--- src/sv/fwk_pkg.sv ---
// ----------------------------------------------------------------------------
// fwk_pkg
// Constants and beat types for the Fenwick range-add/range-sum block.
// ----------------------------------------------------------------------------
`timescale 1ns / 1ps
`default_nettype none

package fwk_pkg;

    localparam int C_SIZE   = 1024;
    localparam int C_LAST   = C_SIZE - 1;
    localparam int C_IDX_W  = $clog2(C_SIZE);
    localparam int C_WALK_W = C_IDX_W + 1;
    localparam int C_DATA_W = 32;

    localparam logic C_REQ_ADD   = 1'b0;
    localparam logic C_REQ_QUERY = 1'b1;

    localparam logic C_STS_DONE = 1'b0;
    localparam logic C_STS_BAD  = 1'b1;

    typedef logic [C_IDX_W-1:0]  t_idx;
    typedef logic [C_WALK_W-1:0] t_walk;
    typedef logic [C_DATA_W-1:0] t_data;

    typedef struct packed {
        logic                       req_type;
        logic [9:0]                 left;
        logic [9:0]                 right;
        logic signed [31:0]         value;
    } t_in_beat;

    typedef struct packed {
        logic signed [31:0]         range_sum;
        logic                       status;
    } t_out_beat;

    typedef struct packed {
        logic  we;
        t_idx  waddr;
        t_idx  raddr;
        t_data wdata;
    } t_ram_req;

endpackage

`default_nettype wire

--- src/sv/fwk_mul.sv ---
// ----------------------------------------------------------------------------
// fwk_mul
// Shared multiplier: low word of a 32x32 product, registered.
// ----------------------------------------------------------------------------
`timescale 1ns / 1ps
`default_nettype none

module fwk_mul import fwk_pkg::*; (
    input  wire   i_clk,
    input  wire   i_en,
    input  t_data i_a,
    input  t_data i_b,
    output t_data o_prod
);

    t_data r_prod;

    always_ff @(posedge i_clk) begin
        if (i_en) begin
            r_prod <= t_data'(i_a * i_b);
        end
    end

    assign o_prod = r_prod;

endmodule

`default_nettype wire

--- config.mk ---
export PLATFORM = sky130hd
export DESIGN_NAME = fwk_mul
export DESIGN_NICKNAME = d
export VERILOG_FILES = /design/src/sv/fwk_pkg.sv /design/src/sv/fwk_mul.sv
export SDC_FILE = /design/constraint.sdc
export NUM_CORES = 1
export LEC_CHECK = 0
export BUFFER_PORTS_ARGS = -buffer_cell sky130_fd_sc_hd__buf_4
export CORE_MARGIN = 5
export CORE_UTILIZATION = 45
export CTS_CLUSTER_DIAMETER = 120
export DETAILED_ROUTE_END_ITERATION = 12
export GPL_TIMING_DRIVEN = 0
export HOLD_SLACK_MARGIN = 0.1
export PLACE_DENSITY_LB_ADDON = 0.25
export SLEW_MARGIN = 15
export SYNTH_ARGS = -nofsm -noshare
export SYNTH_HDL_FRONTEND = slang
export SYNTH_SLANG_ARGS = --single-unit
--- constraint.sdc ---
create_clock -name i_clk -period 9.2 [get_ports i_clk]
set_clock_uncertainty 0.2 [all_clocks]
set_input_delay 0.92 -clock i_clk [delete_from_list [all_inputs] [get_ports i_clk]]
set_output_delay 0.92 -clock i_clk [all_outputs]
set_load 0.05 [all_outputs]
After elaboration in Yosys (flattened, before gate mapping) --
Cells that the tools add are included.
Cells by class: multipliers 1
Operators by type and width (count):
- multiplier 32 x 32 -> 32 bit | 1
Word-level totals: word-level logic and storage cells 2, register bits 32, bits of input ports 66, output and inout bits 32

Logic depth before layout (Yosys ltp) --
depth in word-level cells 1, mapped depth 27, depth with buffers taken out 24

Worst setup path before layout --
Ideal clock, no wire load.
path kind in2reg, start point input i_b[3], end point register r_prod[30] (netlist: o_prod[30]), data pin, arrival time 6.984 ns, buffers on the path 2, slack 1.758 ns, cell stages on the path 24, data required time 8.742 ns, setup time 0.258 ns, cell sequence clkbuf_1 -> clkbuf_1 -> and2_1 -> fa_1 -> inv_1 -> fa_1 -> fa_1 -> fa_1 -> inv_1 -> fa_1 -> inv_1 -> fa_1 -> inv_1 -> fa_1 -> fa_1 -> ha_1 -> and4_2 -> a31oi_1 -> o21ai_0 -> a21oi_2 -> o211ai_2 -> a31o_1 -> a21oi_2 -> xnor2_1
Between the ends: cells in the longest elaborated chain, start to end 1
RTL lines:
- from (decl) | RTL line fwk_mul.sv:12 | input t_data i_b,
- multiplier 32 x 32 -> 32 bit | RTL line fwk_mul.sv:20 | r_prod <= t_data'(i_a * i_b);
- to (signal assigned) | RTL line fwk_mul.sv:20
- to (decl) | RTL line fwk_mul.sv:16 | t_data r_prod;
No other way between the ends. A chain may end at the register's enable or synchronous reset.

Worst setup path in the final report --
start point input i_b[2], end point register r_prod[31] (netlist: o_prod[31]), data pin
The elaborated chain is that of the path after synthesis.

==> results.md <==
- Min-Delay Startpoint: i_b[0]
- DRT Pass-1 Iters: 5
- Largest net degree at the start of global routing: 33
- CP bufs+invs: 5
- Util after Layout: 49.7%
- Synthesis-to-layout area growth: 8.78%
- CTS clock-pin slew for the worst setup and hold paths: 0.05 ns
- Fmax achieved: about 110 MHz
- FILL cells: 3,503
- CTS H-tree depth: 2
- Starting Density: ~46%
- Fin crit share: a little under 100%
- Detail Route Antenna Nets: 0
- Total die area: 41,100 sq um
- Register area: 961 sq um
- Cells after Synth: roughly 1,700
- Hold Crit Depth: 2
- Hold Crit Class: in2reg
- Post-Syn Area: 16,700 sq um
- CP dominant cell by count: fa_1
- Num CTS Buffers: 5
- Final #Nets: 2,444
- Residual overflow from global routing: 0
- CP Max Fanout: 11
- DR iter-0 viols: 768
- Syn Nets: between 2,000 and 2,500
- Setup Viol. Count Final: 0
- Slew Limit Fails: 0
- Vias in the first global route: 13,637
- GRT Overall Usage: 25.5%
- Post-synth EDFFs: 32
- Number of port buffers: 95
- Core Region: approximately 37,000 sq um
- Crit Path Class: in2reg
- Cells along the critical path: buf_4 -> clkbuf_1 -> clkbuf_1 -> and2_1 -> fa_1 -> inv_1 -> fa_1 -> fa_1 -> fa_1 -> inv_1 -> fa_1 -> fa_1 -> fa_1 -> fa_1 -> ha_1 -> nand2_1 -> a2111oi_0 -> a211oi_1 -> o31ai_1 -> xnor2_1
- Root buffer cell: clkbuf_16
- Most used DFF post-synth: edfxtp_1
- Vias/cell: 5.28
- Drt wl/cell: around 22 um
- Top delay family on crit path: adder cells
- Slew at the pin with the worst max-slew slack: approximately 1.1 ns
- Post-synthesis sequential area ratio: 5.75%
- Num ports: between 90 and 100
- Antenna violations before repair: 2
- Max reg flops: 32
- CP arrival: 8.85 ns
- Worst setup EP type: flip-flop
- Layout cells sized above 1: 6.06%
- Final min period: approximately 9 ns
- CP peak stage delay: roughly 0.79 ns
- Yosys warning total: 0
- Slew HR: between 20% and 30%
- Async S/R FF share, synth: 0%
- Final hold viol count: 0
- Final wirelength: ~50 mm
- Synth unique cells: 38
- RePlAce Congestion: 0.945
- RSZ-0062 raised after global routing: false
- Max-cap violations: 0
- Synthesized area per cell: approximately 9.6 sq um
- Die height: slightly above 200 um
- CTS tree: built
- WHS: 0.776 ns
- WHS Endpoint: o_prod[0]
- Required @ worst endpoint: around 9 ns
- Post-synthesis register bit count: 32
- Clock Tree Buf Depth: 2
- Die width: 203 um
- Residual DRC count: 0
- Rows: 70
- Outcome: finished, final reports clean
- Area of the multi-input gates: roughly 14,000 sq um
- Vias: around 12,000
- Critical Path Start: i_b[2]
- Crit path max-delay cell type: a2111oi_0
- Total clock sinks: 32
- Crit start category: primary input
- DPL Wire Length: 43.9 mm
- First-pass GRT wire length: 78.8 mm
==> cell usage in the layout (no fill, tap or decap), drive strengths merged, types with 3 or more instances in the layout <==
master,n
ha,123
a21boi,4
nand3,5
clkbuf,86
inv,362
o21bai,5
nor2,10
a211o,3
buf,97
nand2,179
a31oi,3
a21o,7
fa,408
nand4,4
o21a,3
o21ai,16
and2,367
nor3,3
xor2,17
edfxtp,32
xnor2,69
a211oi,3
a21oi,26
==> layer usage <==
layer | up-vias | GRT usage [%] | routed length, um
met5 | - | 0 | 0
li1 | 5293 | - | -
met3 | 108 | 5.35 | 4390
met1 | 6339 | 33.4 | 20700
met4 | 0 | 10.9 | 2500
met2 | 508 | 41.6 | 23800
==> Yosys cell counts (3+ instances only) <==
cell type | n | area share (%)
a21oi_2 | 3 | 0.16
clkbuf_1 | 80 | 1.8
nor2_1 | 10 | 0.22
nor3_1 | 3 | 0.090
xor2_1 | 17 | 0.89
nand2_1 | 179 | 4.0
o21ai_1 | 3 | 0.090
edfxtp_1 | 32 | 5.7
a31oi_1 | 3 | 0.11
a21o_1 | 7 | 0.31
xnor2_1 | 69 | 3.6
o21a_1 | 3 | 0.13
fa_1 | 408 | 49
inv_1 | 362 | 8.1
a211o_1 | 3 | 0.16
ha_1 | 123 | 9.2
o21ai_0 | 13 | 0.39
a21oi_1 | 23 | 0.69
and2_1 | 367 | 14
a211oi_1 | 3 | 0.13
nand3_1 | 5 | 0.15
nand4_1 | 4 | 0.15
o21bai_1 | 5 | 0.22
==> worst max path at each step <==
| stage | end | depth (start not counted) | slack, ns |
|---|---|---|---|
| final | o_prod[31] | 20 | 0.16 |
| after global routing | o_prod[29] | 25 | 0.01 |
| after CTS | o_prod[29] | 25 | 0.28 |
| after detailed placement | o_prod[29] | 25 | -0.28 |
| after global placement | o_prod[29] | 25 | -0.20 |
| after floorplan | o_prod[30] | 24 | 1.76 |
==> cells by family after synthesis <==
logic type / share of synthesized area, %
flip-flops: 5.75
buffers and inverters: 9.98
adder cells (fa/ha/maj): 58.0
AND/OR/NAND/NOR: 18.6
AO/OA/AOI/OAI: 3.13
XOR/XNOR: 4.50
==> stage by stage <==
step / setup slack (ns) / cell area (sq um) / TNS [ns] / instances
4_1_cts: 0.282 / 18200 / 0 / 2316
5_1_grt: 0.0137 / 18200 / 0 / 2316
3_3_place_gp: -0.201 / 18000 / -0.385 / 2308
2_1_floorplan: 1.76 / 16700 / 0 / 1745
3_5_place_dp: -0.280 / 18000 / -0.543 / 2308
6_report: 0.163 / 18200 / 0 / 2318
==> final cells by class <==
type,count,share of cell area (%)
Buffer,82,1.71
Antenna cell,2,0.0275
Sequential cell,32,5.28
Tap cell,468,3.22
Inverter,362,7.47
Multi-Input combinational cell,1269,77.5
Clock buffer,6,0.708
Clock inverter,2,0.193
Timing Repair Buffer,95,3.92
==> what timing repair did <==
item,in CTS,in global routing
gates resized for setup,1,0
setup buffers,0,0
hold buffers,0,0
setup endpoints to repair,1,0
Power is left out: the tool's default activity adds up to more than one toggle a clock period on the data nets, which glitch-free logic cannot reach.
